[config.mk]
export PLATFORM = sky130hd
export DESIGN_NAME = servo_ease_in_out_positioner_unit
export DESIGN_NICKNAME = d
export VERILOG_FILES = /design/src/hw/rtl/seiop_pkg.sv /design/src/hw/rtl/servo_ease_in_out_positioner_unit.sv
export SDC_FILE = /design/constraint.sdc
export NUM_CORES = 2
export LEC_CHECK = 0
export BUFFER_PORTS_ARGS = -buffer_cell sky130_fd_sc_hd__buf_2
export CAP_MARGIN = 0
export CORE_MARGIN = 10
export CORE_UTILIZATION = 30
export DETAILED_ROUTE_END_ITERATION = 16
export GPL_TIMING_DRIVEN = 0
export PLACE_DENSITY_LB_ADDON = 0.2
export SYNTH_ARGS = -nofsm -noshare
export SYNTH_HDL_FRONTEND = slang
export SYNTH_SLANG_ARGS = --single-unit
[constraint.sdc]
create_clock -name clk -period 25.4 [get_ports clk]
set_input_delay 2.54 -clock clk [delete_from_list [all_inputs] [get_ports clk]]
set_output_delay 2.54 -clock clk [all_outputs]
set_load 0.02 [all_outputs]
[src/hw/rtl/seiop_pkg.sv]
`default_nettype none
// ----------------------------------------------------------------------------
// Servo positioner package
// Command, status and register codes, field widths and reset values shared by
// the servo ease-in-out positioner.
// ----------------------------------------------------------------------------
package seiop_pkg;

	localparam int ANGLE_W    = 16;
	localparam int PULSE_W    = 12;
	localparam int TIME_W     = 16;
	localparam int PREQ_W     = 16;
	localparam int STEPS_W    = 6;
	localparam int CFG_IDX_W  = 3;
	localparam int CFG_DATA_W = 16;
	localparam int S_TDATA_W  = 48;
	localparam int M_TDATA_W  = 64;

	typedef enum logic [1:0] {
		MODE_INIT        = 2'd0,
		MODE_ANGLE       = 2'd1,
		MODE_ANGLE_TIMED = 2'd2,
		MODE_PULSE       = 2'd3
	} mode_t;

	typedef enum logic [1:0] {
		ST_OK       = 2'd0,
		ST_NOT_INIT = 2'd1,
		ST_DISABLED = 2'd2
	} status_t;

	localparam logic [CFG_IDX_W-1:0] REG_MIN_ANGLE     = 3'd0;
	localparam logic [CFG_IDX_W-1:0] REG_MAX_ANGLE     = 3'd1;
	localparam logic [CFG_IDX_W-1:0] REG_MIN_PULSE     = 3'd2;
	localparam logic [CFG_IDX_W-1:0] REG_MAX_PULSE     = 3'd3;
	localparam logic [CFG_IDX_W-1:0] REG_RAMP_STEPS    = 3'd4;
	localparam logic [CFG_IDX_W-1:0] REG_SMOOTHING_ON  = 3'd5;
	localparam logic [CFG_IDX_W-1:0] REG_DRIVE_ENABLED = 3'd6;

	localparam logic signed [ANGLE_W-1:0] RST_MIN_ANGLE  = 16'sd0;
	localparam logic signed [ANGLE_W-1:0] RST_MAX_ANGLE  = 16'sd18000;
	localparam logic [PULSE_W-1:0]        RST_MIN_PULSE  = 12'd1000;
	localparam logic [PULSE_W-1:0]        RST_MAX_PULSE  = 12'd2000;
	localparam logic [STEPS_W-1:0]        RST_RAMP_STEPS = 6'd20;
	localparam logic signed [ANGLE_W-1:0] RST_ANGLE      = 16'sd9000;
	localparam logic [PULSE_W-1:0]        RST_PULSE      = 12'd1500;

endpackage
`default_nettype wire

[src/hw/rtl/servo_ease_in_out_positioner_unit.sv]
`default_nettype none
// ----------------------------------------------------------------------------
// Servo ease-in-out positioner
// Init, set-angle and set-pulse commands give a single result; a smooth move
// gives a series of points. One radix-2 divider of DIV_N bits, with
// DIV_N = max(28, clog2(MAX_STEPS+1) + EASE_FRAC_BITS), is shared by the
// conversions and the ramp timing of the sequencer.
// One request at a time; s_tready is high only between requests.
// Reset: registers return to defaults, servo at 9000 / 1500, not initialized.
// ----------------------------------------------------------------------------
module servo_ease_in_out_positioner_unit #(
	parameter int MAX_STEPS      = 63,
	parameter int EASE_FRAC_BITS = 16
) (
	input  wire logic                                 clk,
	input  wire logic                                 arst_n,
	input  wire logic                                 s_tvalid,
	output logic                                      s_tready,
	// angle_request[15:0], move_time_ms[31:16], pulse_request[47:32]
	input  wire logic [seiop_pkg::S_TDATA_W-1:0]      s_tdata,
	// mode[1:0]
	input  wire logic [1:0]                           s_tuser,
	output logic                                      m_tvalid,
	input  wire logic                                 m_tready,
	// status[1:0], angle_now[17:2], angle_goal[33:18], pulse_now[45:34],
	// hold_ms[61:46], zero[63:62]
	output logic [seiop_pkg::M_TDATA_W-1:0]           m_tdata,
	output logic                                      m_tlast,
	input  wire logic                                 cfg_we,
	input  wire logic [seiop_pkg::CFG_IDX_W-1:0]      cfg_index,
	input  wire logic [seiop_pkg::CFG_DATA_W-1:0]     cfg_data
);

	localparam int IW    = $clog2(MAX_STEPS + 1);
	localparam int F     = EASE_FRAC_BITS;
	localparam int FW    = F + 1;
	localparam int DIV_N = (IW + F > 28) ? IW + F : 28;
	localparam int DRW   = DIV_N + 1;
	localparam int DVW   = 16;
	localparam int CW    = $clog2(DIV_N);
	localparam int MUL_W = (F + 2 > 18) ? F + 2 : 18;
	localparam int PW    = 2 * MUL_W;
	localparam logic [FW-1:0] ONE = {1'b1, {F{1'b0}}};

	typedef enum logic [3:0] {
		S_IDLE, S_DISPATCH, S_P2A_MUL, S_P2A_END, S_A2P_START, S_A2P_END,
		S_DIVP_LD, S_DIV, S_RAMP_HOLD, S_RAMP_T, S_RAMP_E1, S_RAMP_E2,
		S_RAMP_PT, S_EMIT
	} state_t;

	logic signed [15:0] min_angle_q, max_angle_q;
	logic [11:0]        min_pulse_q, max_pulse_q;
	logic [5:0]         ramp_steps_q;
	logic               smoothing_on_q, drive_enabled_q;

	always_ff @(posedge clk or negedge arst_n) begin
		if (!arst_n) begin
			min_angle_q     <= seiop_pkg::RST_MIN_ANGLE;
			max_angle_q     <= seiop_pkg::RST_MAX_ANGLE;
			min_pulse_q     <= seiop_pkg::RST_MIN_PULSE;
			max_pulse_q     <= seiop_pkg::RST_MAX_PULSE;
			ramp_steps_q    <= seiop_pkg::RST_RAMP_STEPS;
			smoothing_on_q  <= 1'b1;
			drive_enabled_q <= 1'b1;
		end else if (cfg_we) begin
			case (cfg_index)
				seiop_pkg::REG_MIN_ANGLE:     min_angle_q     <= $signed(cfg_data);
				seiop_pkg::REG_MAX_ANGLE:     max_angle_q     <= $signed(cfg_data);
				seiop_pkg::REG_MIN_PULSE:     min_pulse_q     <= cfg_data[11:0];
				seiop_pkg::REG_MAX_PULSE:     max_pulse_q     <= cfg_data[11:0];
				seiop_pkg::REG_RAMP_STEPS:    ramp_steps_q    <= cfg_data[5:0];
				seiop_pkg::REG_SMOOTHING_ON:  smoothing_on_q  <= cfg_data[0];
				seiop_pkg::REG_DRIVE_ENABLED: drive_enabled_q <= cfg_data[0];
				default: ;
			endcase
		end
	end

	state_t               state_q, ret_q;
	seiop_pkg::mode_t     mode_q;
	seiop_pkg::status_t   status_q;
	logic signed [15:0]   req_q, pos_q, goal_q, start_q;
	logic [15:0]          dur_q, preq_q, hold_q;
	logic [11:0]          pulse_q;
	logic signed [16:0]   range_q;
	logic                 ready_q, ramp_q, sub_q;
	logic [IW-1:0]        steps_q, i_q;
	logic signed [PW-1:0] prod_q;
	logic [DVW-1:0]       div_d_q, div_rem_q;
	logic [DIV_N-1:0]     div_quo_q;
	logic                 div_neg_q;
	logic [CW-1:0]        div_cnt_q;
	logic                 m_tvalid_q, m_tlast_q;
	logic [seiop_pkg::M_TDATA_W-1:0] m_tdata_q;

	logic signed [16:0]   arange, csum, num_a, numc;
	logic signed [12:0]   dp;
	logic signed [15:0]   req_c, pt_c;
	logic [11:0]          pcl, num_p;
	logic [IW-1:0]        steps_sat;
	logic signed [MUL_W-1:0] mul_a, mul_b;
	logic signed [PW-1:0] mul_p, prod_mag;
	logic [DVW:0]         rem_sh, rem_diff;
	logic                 take;
	logic [DVW-1:0]       rem_next;
	logic signed [DRW-1:0] quo_s, div_res;
	logic [DIV_N-1:0]     t_num;
	logic [FW-1:0]        t_val, u_val, sq_base, sq_f, e_val;
	logic                 t_hi;
	logic signed [17:0]   pt_step, pt;
	logic                 more_pts;
	logic [15:0]          hold_out;

	always_comb begin
		arange = 17'(max_angle_q) - 17'(min_angle_q);
		dp     = $signed({1'b0, max_pulse_q}) - $signed({1'b0, min_pulse_q});
		csum   = 17'(min_angle_q) + 17'(max_angle_q);

		if (req_q < min_angle_q)      req_c = min_angle_q;
		else if (req_q > max_angle_q) req_c = max_angle_q;
		else                          req_c = req_q;

		if (preq_q < {4'b0, min_pulse_q})      pcl = min_pulse_q;
		else if (preq_q > {4'b0, max_pulse_q}) pcl = max_pulse_q;
		else                                   pcl = preq_q[11:0];
		num_p = pulse_q - min_pulse_q;

		num_a = 17'(pos_q) - 17'(min_angle_q);
		if (num_a < 17'sd0)      numc = '0;
		else if (num_a > arange) numc = arange;
		else                     numc = num_a;

		if (ramp_steps_q == '0)                  steps_sat = IW'(1);
		else if (ramp_steps_q > 6'(MAX_STEPS))  steps_sat = IW'(MAX_STEPS);
		else                                     steps_sat = ramp_steps_q[IW-1:0];

		t_num   = DIV_N'(i_q) << F;
		t_val   = div_quo_q[FW-1:0];
		t_hi    = t_val[F] | t_val[F-1];
		u_val   = ONE - t_val;
		sq_base = t_hi ? u_val : t_val;
		sq_f    = prod_q[F-1 +: FW];
		e_val   = sub_q ? ONE - sq_f : sq_f;

		pt_step = prod_q[F +: 18];
		pt      = 18'(start_q) + pt_step;
		if (pt < 18'(min_angle_q))      pt_c = min_angle_q;
		else if (pt > 18'(max_angle_q)) pt_c = max_angle_q;
		else                            pt_c = pt[15:0];

		mul_a = '0;
		mul_b = '0;
		case (state_q)
			S_A2P_START: begin
				mul_a = MUL_W'(numc);
				mul_b = MUL_W'(dp);
			end
			S_P2A_MUL: begin
				mul_a = MUL_W'(num_p);
				mul_b = MUL_W'(arange);
			end
			S_RAMP_E1: begin
				mul_a = MUL_W'(sq_base);
				mul_b = MUL_W'(sq_base);
			end
			S_RAMP_E2: begin
				mul_a = MUL_W'(range_q);
				mul_b = MUL_W'(e_val);
			end
			default: ;
		endcase
		mul_p    = mul_a * mul_b;
		prod_mag = prod_q[PW-1] ? -prod_q : prod_q;

		rem_sh   = {div_rem_q, div_quo_q[DIV_N-1]};
		take     = rem_sh >= {1'b0, div_d_q};
		rem_diff = rem_sh - {1'b0, div_d_q};
		rem_next = take ? rem_diff[DVW-1:0] : rem_sh[DVW-1:0];
		quo_s    = $signed({1'b0, div_quo_q});
		div_res  = div_neg_q ? (~quo_s + DRW'(div_rem_q == '0)) : quo_s;

		more_pts = ramp_q && (i_q != steps_q);
		hold_out = more_pts ? hold_q : '0;
	end

	always_ff @(posedge clk or negedge arst_n) begin
		if (!arst_n) begin
			state_q    <= S_IDLE;
			ret_q      <= S_IDLE;
			mode_q     <= seiop_pkg::MODE_INIT;
			status_q   <= seiop_pkg::ST_OK;
			req_q      <= '0;
			dur_q      <= '0;
			preq_q     <= '0;
			pos_q      <= seiop_pkg::RST_ANGLE;
			goal_q     <= seiop_pkg::RST_ANGLE;
			pulse_q    <= seiop_pkg::RST_PULSE;
			ready_q    <= 1'b0;
			ramp_q     <= 1'b0;
			sub_q      <= 1'b0;
			start_q    <= '0;
			range_q    <= '0;
			hold_q     <= '0;
			steps_q    <= '0;
			i_q        <= '0;
			prod_q     <= '0;
			div_d_q    <= '0;
			div_rem_q  <= '0;
			div_quo_q  <= '0;
			div_neg_q  <= 1'b0;
			div_cnt_q  <= '0;
			m_tvalid_q <= 1'b0;
			m_tlast_q  <= 1'b0;
			m_tdata_q  <= '0;
		end else begin
			if (m_tvalid_q && m_tready && state_q != S_EMIT) begin
				m_tvalid_q <= 1'b0;
			end
			case (state_q)
				S_IDLE: begin
					if (s_tvalid) begin
						mode_q   <= seiop_pkg::mode_t'(s_tuser);
						req_q    <= $signed(s_tdata[15:0]);
						dur_q    <= s_tdata[31:16];
						preq_q   <= s_tdata[47:32];
						status_q <= seiop_pkg::ST_OK;
						state_q  <= S_DISPATCH;
					end
				end
				S_DISPATCH: begin
					case (mode_q)
						seiop_pkg::MODE_INIT: begin
							pos_q   <= csum[16:1];
							goal_q  <= csum[16:1];
							ready_q <= 1'b1;
							state_q <= S_A2P_START;
						end
						seiop_pkg::MODE_PULSE: begin
							if (!ready_q) begin
								status_q <= seiop_pkg::ST_NOT_INIT;
								state_q  <= S_EMIT;
							end else begin
								pulse_q <= pcl;
								if (dp <= 13'sd0) begin
									pos_q   <= min_angle_q;
									goal_q  <= min_angle_q;
									state_q <= S_EMIT;
								end else begin
									state_q <= S_P2A_MUL;
								end
							end
						end
						default: begin
							if (!ready_q) begin
								status_q <= seiop_pkg::ST_NOT_INIT;
								state_q  <= S_EMIT;
							end else if (!drive_enabled_q) begin
								status_q <= seiop_pkg::ST_DISABLED;
								state_q  <= S_EMIT;
							end else begin
								goal_q <= req_c;
								if (mode_q == seiop_pkg::MODE_ANGLE || dur_q == '0 ||
								    !smoothing_on_q) begin
									pos_q   <= req_c;
									state_q <= S_A2P_START;
								end else begin
									start_q   <= pos_q;
									range_q   <= 17'(req_c) - 17'(pos_q);
									steps_q   <= steps_sat;
									i_q       <= '0;
									ramp_q    <= 1'b1;
									div_quo_q <= DIV_N'(dur_q);
									div_d_q   <= DVW'(steps_sat);
									div_rem_q <= '0;
									div_neg_q <= 1'b0;
									div_cnt_q <= '0;
									ret_q     <= S_RAMP_HOLD;
									state_q   <= S_DIV;
								end
							end
						end
					endcase
				end
				S_P2A_MUL: begin
					prod_q  <= mul_p;
					div_d_q <= DVW'(dp[11:0]);
					ret_q   <= S_P2A_END;
					state_q <= S_DIVP_LD;
				end
				S_P2A_END: begin
					pos_q   <= min_angle_q + $signed(div_res[15:0]);
					goal_q  <= min_angle_q + $signed(div_res[15:0]);
					state_q <= S_EMIT;
				end
				S_A2P_START: begin
					if (arange <= 17'sd0) begin
						pulse_q <= min_pulse_q;
						state_q <= S_EMIT;
					end else begin
						prod_q  <= mul_p;
						div_d_q <= arange[15:0];
						ret_q   <= S_A2P_END;
						state_q <= S_DIVP_LD;
					end
				end
				S_A2P_END: begin
					pulse_q <= min_pulse_q + div_res[11:0];
					state_q <= S_EMIT;
				end
				S_DIVP_LD: begin
					div_quo_q <= prod_mag[DIV_N-1:0];
					div_neg_q <= prod_q[PW-1];
					div_rem_q <= '0;
					div_cnt_q <= '0;
					state_q   <= S_DIV;
				end
				S_DIV: begin
					div_quo_q <= {div_quo_q[DIV_N-2:0], take};
					div_rem_q <= rem_next;
					div_cnt_q <= div_cnt_q + CW'(1);
					if (div_cnt_q == CW'(DIV_N - 1)) begin
						state_q <= ret_q;
					end
				end
				S_RAMP_HOLD: begin
					hold_q  <= div_quo_q[15:0];
					state_q <= S_RAMP_T;
				end
				S_RAMP_T: begin
					div_quo_q <= t_num;
					div_d_q   <= DVW'(steps_q);
					div_rem_q <= '0;
					div_neg_q <= 1'b0;
					div_cnt_q <= '0;
					ret_q     <= S_RAMP_E1;
					state_q   <= S_DIV;
				end
				S_RAMP_E1: begin
					prod_q  <= mul_p;
					sub_q   <= t_hi;
					state_q <= S_RAMP_E2;
				end
				S_RAMP_E2: begin
					prod_q  <= mul_p;
					state_q <= S_RAMP_PT;
				end
				S_RAMP_PT: begin
					pos_q   <= pt_c;
					state_q <= S_A2P_START;
				end
				S_EMIT: begin
					if (!m_tvalid_q || m_tready) begin
						m_tvalid_q <= 1'b1;
						m_tlast_q  <= !more_pts;
						m_tdata_q  <= {2'b00, hold_out, pulse_q, goal_q, pos_q, status_q};
						if (more_pts) begin
							i_q     <= i_q + IW'(1);
							state_q <= S_RAMP_T;
						end else begin
							ramp_q  <= 1'b0;
							state_q <= S_IDLE;
						end
					end
				end
				default: state_q <= S_IDLE;
			endcase
		end
	end

	assign s_tready = (state_q == S_IDLE);
	assign m_tvalid = m_tvalid_q;
	assign m_tdata  = m_tdata_q;
	assign m_tlast  = m_tlast_q;

	a_busy_after_accept: assert property (@(posedge clk) disable iff (!arst_n)
		(s_tvalid && s_tready) |=> !s_tready)
		else $error("input accepted while a request was in progress");

	a_step_index: assert property (@(posedge clk) disable iff (!arst_n)
		ramp_q |-> (steps_q != '0 && i_q <= steps_q))
		else $error("ramp point index beyond step count");

	a_nonlast_in_ramp: assert property (@(posedge clk) disable iff (!arst_n)
		(m_tvalid && !m_tlast) |-> ramp_q)
		else $error("non-final result outside a smooth move");

	a_div_remainder: assert property (@(posedge clk) disable iff (!arst_n)
		(state_q == S_DIV) |-> (div_rem_q < div_d_q))
		else $error("divider remainder not below divisor");

endmodule
`default_nettype wire
Word level (Yosys, flattened, before mapping)

Cells that the tools add are included.

Add/subtract/negate cells: 16
Multiply operators: 1
Div/mod/pow operators: 0
$lt $le $gt $ge: 12
Equality and inequality tests: 44
Shifts and indexed selects: 0
Mux-type cells: 102
Bitwise logic cells: 4
Reductions and logical operators: 52

Operators by type and width:

| operator               | count |
|---|---|
| $mux 16                | 23 |
| $pmux 18 s4            | 2 |
| $mux 28                | 5 |
| $pmux 28 s4            | 1 |
| $pmux 16 s2            | 3 |
| $pmux 16 s3            | 2 |
| $pmux 36 s2            | 1 |
| $mux 17                | 4 |
| $pmux 16 s4            | 1 |
| $mux 12                | 5 |
| $mux 4                 | 14 |
| $sub 16x16->17         | 3 |
| $mux 6                 | 8 |
| $pmux 4 s12            | 1 |
| $mul 18x18->36         | 1 |
| $mux 36                | 1 |
| $pmux 12 s3            | 1 |
| $sub 17x17->17 const A | 2 |
| $logic_not 16->1       | 2 |
| $reduce_and 5->1       | 6 |
| $neg 28->28            | 1 |
| $ne 2x2->1 const B     | 13 |
| $eq 4x4->1 const B     | 6 |
| $reduce_and 2->1       | 11 |
| other kinds (63)       | 114 |

Bits in registers: 398
Latch bits: 0
RAM bits: 0
Bits in read-only memories: 0
Input bits: 74
Output and inout bits: 67
Logic and storage cells: 265
Memories kept: 0

Depth between registers and ports, before layout

Depth after elaboration: 8
Gate-level depth with buffers: 46

Least setup slack after synthesis

OpenSTA, ideal clock, no wires.

Path type: register to register
Start point: reg min_angle_q[5]
End point: reg prod_q[35]
Library setup time: 0.128 ns
Arrival time: 10.060 ns
Data required time: 25.272 ns
Path slack: 15.213 ns
Cell stages (with the launch flop): 45
Path through: dfrtp_1 > inv_1 > ha_1 > a21o_1 > or3_1 > o21a_1 > o311a_1 > o31a_1 > o21ai_0 > nand2b_1 > xor2_1 > ha_1 > a21oi_1 > o211ai_1 > o21ai_0 > and2_1 > clkbuf_1 > nor3_4 > (+9 left out) > inv_1 > fa_1 > fa_1 > inv_1 > fa_1 > inv_1 > ha_1 > a21o_1 > a21o_1 > a21oi_1 > o21ai_0 > a21oi_1 > o21bai_1 > o41ai_1 > o2111ai_1 > a21oi_1 > xnor2_1 > o21ai_0

Cells in the longest elaborated chain, start to end: 8

Ends and longest elaborated chain:

| element                                  | line                                                                               | RTL |
|---|---|---|
| start, declared                          | servo_ease_in_out_positioner_unit.sv:51                                            | `logic signed [15:0] min_angle_q, max_angle_q;` |
| start signal, assigned                   | servo_ease_in_out_positioner_unit.sv:58                                            | `min_angle_q <= seiop_pkg::RST_MIN_ANGLE;` |
| start signal, assigned                   | servo_ease_in_out_positioner_unit.sv:67                                            | `seiop_pkg::REG_MIN_ANGLE: min_angle_q <= $signed(cfg_data);` |
| $sub 16x16->17, on equally long branches | servo_ease_in_out_positioner_unit.sv:128, servo_ease_in_out_positioner_unit.sv:115 |  |
| $gt 17x17->1                             | servo_ease_in_out_positioner_unit.sv:130                                           | `else if (num_a > arange) numc = arange;` |
| $mux 17                                  | servo_ease_in_out_positioner_unit.sv:130                                           |  |
| $mux 17                                  | servo_ease_in_out_positioner_unit.sv:129                                           | `if (num_a < 17'sd0) numc = '0;` |
| $pmux 18 s4                              | servo_ease_in_out_positioner_unit.sv:153                                           | `case (state_q)` |
| $mul 18x18->36                           | servo_ease_in_out_positioner_unit.sv:172                                           | `mul_p = mul_a * mul_b;` |
| $mux 36                                  | servo_ease_in_out_positioner_unit.sv:296                                           | `if (arange <= 17'sd0) begin` |
| $pmux 36 s2                              | servo_ease_in_out_positioner_unit.sv:219                                           | `case (state_q)` |
| end signal, assigned                     | servo_ease_in_out_positioner_unit.sv:285                                           | `prod_q <= mul_p;` |
| end signal, assigned                     | servo_ease_in_out_positioner_unit.sv:300                                           | `prod_q <= mul_p;` |
| end signal, assigned                     | servo_ease_in_out_positioner_unit.sv:339                                           | `prod_q <= mul_p;` |
| end, declared                            | servo_ease_in_out_positioner_unit.sv:88                                            | `logic signed [PW-1:0] prod_q;` |

Parallel ways exist; a longest one is shown, timed or not. The select of a mux whose other input is x is not followed.
A chain may end at the register's enable or synchronous reset.

Worst setup path in the final report

Start point: reg min_angle_q[1]
End point: reg prod_q[35]

The elaborated chain is that of the path after synthesis.

==> flow_summary.html <==
<table>
<tr><th>Metric</th><th>Value</th></tr>
<tr><th colspan="2">Status</th></tr>
<tr><td>Run status</td><td>finished, violations left</td></tr>
<tr><td>Violations in the final reports</td><td>max-capacitance violations</td></tr>
<tr><th colspan="2">Floorplanning</th></tr>
<tr><td>Number of top-level pins</td><td>141</td></tr>
<tr><td>Die span in x</td><td>391 um</td></tr>
<tr><td>Die Y</td><td>391 um</td></tr>
<tr><td>Die area</td><td>0.153 sq mm</td></tr>
<tr><td>Core Footprint</td><td>0.137 sq mm</td></tr>
<tr><td>Core Rows</td><td>136</td></tr>
<tr><td>Effective utilization at floorplan</td><td>30.1%</td></tr>
<tr><th colspan="2">Yosys</th></tr>
<tr><td>Top cell type's share of synthesized area</td><td>21.7%</td></tr>
<tr><td>Number of standard cells after synthesis</td><td>4713</td></tr>
<tr><td>Yosys cell types</td><td>95</td></tr>
<tr><td>Synth warn</td><td>0</td></tr>
<tr><td>Top cells by instance count after synthesis</td><td>583 x sky130_fd_sc_hd__inv_1, 538 x sky130_fd_sc_hd__nand2_1, 359 x sky130_fd_sc_hd__dfrtp_1</td></tr>
<tr><td>Dominant cells by area after synthesis</td><td>sky130_fd_sc_hd__dfrtp_1 22%, sky130_fd_sc_hd__fa_1 16%, sky130_fd_sc_hd__ha_1 11%, sky130_fd_sc_hd__inv_1 5.3%, sky130_fd_sc_hd__nand2_1 4.9%</td></tr>
<tr><td>Part of the Yosys area used for sequential elements</td><td>24.1%</td></tr>
<tr><td>EDFF count, synth</td><td>0</td></tr>
<tr><td>Post-synthesis async set-or-reset flop share</td><td>100%</td></tr>
<tr><td>Synthesized area</td><td>0.0413 sq mm</td></tr>
<tr><td>Most frequent cell after synthesis</td><td>sky130_fd_sc_hd__inv_1</td></tr>
<tr><td>Leading area contributor after synthesis</td><td>sky130_fd_sc_hd__dfrtp_1</td></tr>
<tr><td>Dominant register cell in the synthesized netlist</td><td>sky130_fd_sc_hd__dfrtp_1</td></tr>
<tr><td>Number of synthesized register bits</td><td>397</td></tr>
<tr><td>Avg Synthesized Cell Area</td><td>8.77 sq um</td></tr>
<tr><th colspan="2">Cells and area</th></tr>
<tr><td>Sequential Area</td><td>0.00998 sq mm</td></tr>
<tr><td>Fillers</td><td>14329</td></tr>
<tr><td>Share of layout cells above drive strength 1</td><td>9.74%</td></tr>
<tr><td>Final standard cell utilization of the core</td><td>33.9%</td></tr>
<tr><td>Relative area change from synthesis to final layout</td><td>12.4%</td></tr>
<tr><td>Nets@finish</td><td>5685</td></tr>
<tr><td>Footprint of the multi-input gates</td><td>0.0284 sq mm</td></tr>
<tr><th colspan="2">Worst setup path</th></tr>
<tr><td>Worst r2r src</td><td>min_angle_q[1]</td></tr>
<tr><td>Slowest stage cell on the critical path</td><td>sky130_fd_sc_hd__xnor2_1</td></tr>
<tr><td>Sort of element at the end of the critical path</td><td>flip-flop</td></tr>
<tr><td>Worst endpoint data arrival time</td><td>13950 ps</td></tr>
<tr><td>Reg2Reg Setup Slack</td><td>11930 ps</td></tr>
<tr><td>End of the worst register-to-register path</td><td>prod_q[35]</td></tr>
<tr><td>Worst setup path class</td><td>flip-flop to flip-flop</td></tr>
<tr><td>Data required time of the worst path</td><td>25880 ps</td></tr>
<tr><td>Crit-path max FO</td><td>10</td></tr>
<tr><td>Peak per-stage delay on the critical path</td><td>890 ps</td></tr>
<tr><td>Critical path launch point type</td><td>flip-flop</td></tr>
<tr><td>Worst R2R Path Depth</td><td>39</td></tr>
<tr><th colspan="2">Clocking</th></tr>
<tr><td># resized after CTS</td><td>0</td></tr>
<tr><td>Maximum level of the CTS H-tree</td><td>2</td></tr>
<tr><td>Sinks on Clock Net</td><td>397</td></tr>
<tr><td>Largest buffer count on any clock path</td><td>3</td></tr>
<tr><td>Count of hold buffers inserted by post-cts repair</td><td>0</td></tr>
<tr><td>Root buf cell</td><td>sky130_fd_sc_hd__clkbuf_16</td></tr>
<tr><td>TritonCTS clock tree</td><td>done</td></tr>
<tr><td>Number of buffers inserted during clock tree synthesis</td><td>50</td></tr>
<tr><td>Clk pin slew, worst setup/hold paths</td><td>70 ps</td></tr>
<tr><td>Post-CTS setup-driven buffer insertion count</td><td>0</td></tr>
<tr><td>Insertion delay of the later-clocked pin in the worst-skew pair</td><td>640 ps</td></tr>
<tr><th colspan="2">Timing</th></tr>
<tr><td>Max-slew violations</td><td>0</td></tr>
<tr><td>Worst clock skew on the final layout</td><td>31.9 ps</td></tr>
<tr><td>Worst slew slack as a fraction of its limit</td><td>1.47%</td></tr>
<tr><td>Period Utilization, post-route</td><td>53.0%</td></tr>
<tr><td>Hold violation total from the final report</td><td>0</td></tr>
<tr><td>Fmax</td><td>74.3 MHz</td></tr>
<tr><td>Unrepaired setup endpoints after global routing</td><td>false</td></tr>
<tr><td>Number of endpoints failing setup at the final stage</td><td>0</td></tr>
<tr><td>Transition time of the tightest slew-check pin</td><td>1470 ps</td></tr>
<tr><td>Shortest clock period the worst path allows after layout</td><td>13470 ps</td></tr>
<tr><td>Aggregate negative setup slack</td><td>0 ps</td></tr>
<tr><th colspan="2">Route</th></tr>
<tr><td>Detail-routed via count per cell</td><td>5.37</td></tr>
<tr><td>Remaining routing DRC violations</td><td>0</td></tr>
<tr><td>Routed length per placed instance</td><td>24.6 um</td></tr>
<tr><td>DR iter-0 viols</td><td>3528</td></tr>
<tr><td>Vias</td><td>36267</td></tr>
<tr><td>WL final</td><td>166 mm</td></tr>
<tr><td>First-pass detailed-route iteration total</td><td>6</td></tr>
<tr><td>Antenna-violating nets left</td><td>0</td></tr>
<tr><th colspan="2">Min path</th></tr>
<tr><td>Capture endpoint of the worst hold path</td><td>m_tdata[18]</td></tr>
<tr><td>Worst hold path startpoint</td><td>goal_q[0]</td></tr>
<tr><td>Hold Path Cell Cnt</td><td>2</td></tr>
<tr><td>Worst min path class</td><td>flip-flop to flip-flop</td></tr>
<tr><th colspan="2">Power and ir drop</th></tr>
<tr><td>Static leakage power</td><td>21.6 nW</td></tr>
<tr><td>Worst supply voltage drop on vdd</td><td>0.0718 mV</td></tr>
<tr><td>Pwr Density</td><td>158 mW/mm^2</td></tr>
<tr><th colspan="2">Global routing</th></tr>
<tr><td>GRT Residual Overflow</td><td>0</td></tr>
<tr><td>Wire length of the first global-routing pass</td><td>247 mm</td></tr>
<tr><td>Initial antenna violation count</td><td>19</td></tr>
<tr><td>Combined global-route utilization of all metal layers</td><td>21.4%</td></tr>
<tr><td>Largest net degree at the start of global routing</td><td>100</td></tr>
<tr><td>Number of global-route vias before repair</td><td>35800</td></tr>
<tr><th colspan="2">Flow run</th></tr>
<tr><td>Number of violations of the max-capacitance limit</td><td>1</td></tr>
<tr><th colspan="2">Placed design</th></tr>
<tr><td>Routability cong.</td><td>0.967</td></tr>
<tr><td>Detail Placement HPWL</td><td>138 mm</td></tr>
<tr><td>Port-buffer cells</td><td>138</td></tr>
</table>
through the flow:
stage	total power (W)	instances	setup WS [ps]	hold WS [ps]	area, sq um
2_1_floorplan	0.00453	4714	15210	433	41300
3_3_place_gp	0.00639	6646	12030	455	44300
3_5_place_dp	0.00642	6660	12060	458	44500
4_1_cts	0.00731	6753	12000	465	46400
5_1_grt	0.00792	6755	10960	477	46400
6_report	0.00735	6759	11930	465	46500
how the worst max path moves through the flow:
stage | end | from | slack [ps]
after floorplan | prod_q[35] | min_angle_q[5] | 15210
after global placement | prod_q[35] | min_angle_q[1] | 12030
after detailed placement | prod_q[35] | min_angle_q[1] | 12060
after CTS | prod_q[35] | min_angle_q[1] | 12000
after global routing | prod_q[35] | min_angle_q[1] | 10960
final | prod_q[35] | min_angle_q[1] | 11930
critical path, delay by kind of cell, from the launching register on:
family | cells | cell delay, ps
DFF | 1 | 600
adders and majority gates | 9 | 4560
and+or+nand+nor | 4 | 800
xor gates and xnor gates | 2 | 1260
buffers and inverters | 8 | 1460
AOI/OAI and AO/OA | 16 | 4620
per-layer routing:
| metal | track usage, % | part of all wire (%) |
|---|---|---|
| met1 | 30.6 | 46 |
| met2 | 33.1 | 44 |
| met3 | 3.12 | 6.7 |
| met4 | 6.73 | 3.5 |
| met5 | 0 | 0.016 |
cell families (layout without fill, tap and decap cells):
family          count (synthesis)  in the layout  synth area share [%]
simple gates                 1246           1246                  13.6
compound gates               1199           1199                  18.6
buf+inv                       787           1034                  7.27
fa+ha+maj                     692            692                  27.1
flops                         397            397                  24.1
xor+xnor                      219            219                  4.64
mux                           172            172                  4.72
other cells                     1              6               0.00907
layout by cell type (no fill, tap or decap), types with 22 or more instances in the layout:
cell	n
sky130_fd_sc_hd__nor3_1	70
sky130_fd_sc_hd__dfrtp_1	359
sky130_fd_sc_hd__ha_1	352
sky130_fd_sc_hd__xnor2_1	123
sky130_fd_sc_hd__o211ai_1	24
sky130_fd_sc_hd__o21ai_1	68
sky130_fd_sc_hd__inv_1	583
sky130_fd_sc_hd__o21a_1	37
sky130_fd_sc_hd__nand4_1	31
sky130_fd_sc_hd__a221oi_1	38
sky130_fd_sc_hd__a21oi_1	264
sky130_fd_sc_hd__a211oi_1	36
sky130_fd_sc_hd__dfstp_2	38
sky130_fd_sc_hd__o22ai_1	22
sky130_fd_sc_hd__nor2_1	313
sky130_fd_sc_hd__nor4_1	26
sky130_fd_sc_hd__nand3_1	47
sky130_fd_sc_hd__mux2i_1	39
sky130_fd_sc_hd__a21o_1	73
sky130_fd_sc_hd__or3_1	25
sky130_fd_sc_hd__clkbuf_16	51
sky130_fd_sc_hd__o31ai_1	30
sky130_fd_sc_hd__clkbuf_1	171
sky130_fd_sc_hd__nor2b_1	56
sky130_fd_sc_hd__xor2_1	96
sky130_fd_sc_hd__nand2_1	538
sky130_fd_sc_hd__o21ai_0	353
sky130_fd_sc_hd__buf_2	156
sky130_fd_sc_hd__nand2b_1	49
sky130_fd_sc_hd__mux2_2	120
sky130_fd_sc_hd__fa_1	339
flip-flops by register name, indices dropped and copies added, names as in the netlist, 6 cells and up:
signal        flops
max_pulse_q      12
range_q          17
i_q               6
start_q          16
div_d_q          16
div_quo_q        28
hold_q           16
steps_q           6
req_q            16
min_angle_q      16
m_tdata          62
prod_q           35
max_angle_q      16
goal_q           16
ramp_steps_q      6
pos_q            16
preq_q           16
div_rem_q        16
pulse_q          12
dur_q            16
min_pulse_q      12
where the power goes:
part | switching (W) | internal, W | leakage [nW]
clock | 0.000327 | 0.000514 | 0.909
combinational | 0.00354 | 0.00181 | 15.7
sequential | 0.000276 | 0.000884 | 4.99
final cells by class:
type | instances | share of cell area, %
multi-input cells | 3530 | 61.2
flip-flops and latches | 397 | 21.5
well taps | 1794 | 4.83
inverters | 583 | 4.71
clock buffers | 64 | 3.00
repair buffers | 154 | 1.96
plain buffers | 204 | 1.76
clock inverters | 29 | 1.07
diodes | 4 | 0.0215
Note: power is estimated with default switching activity, not from simulation.
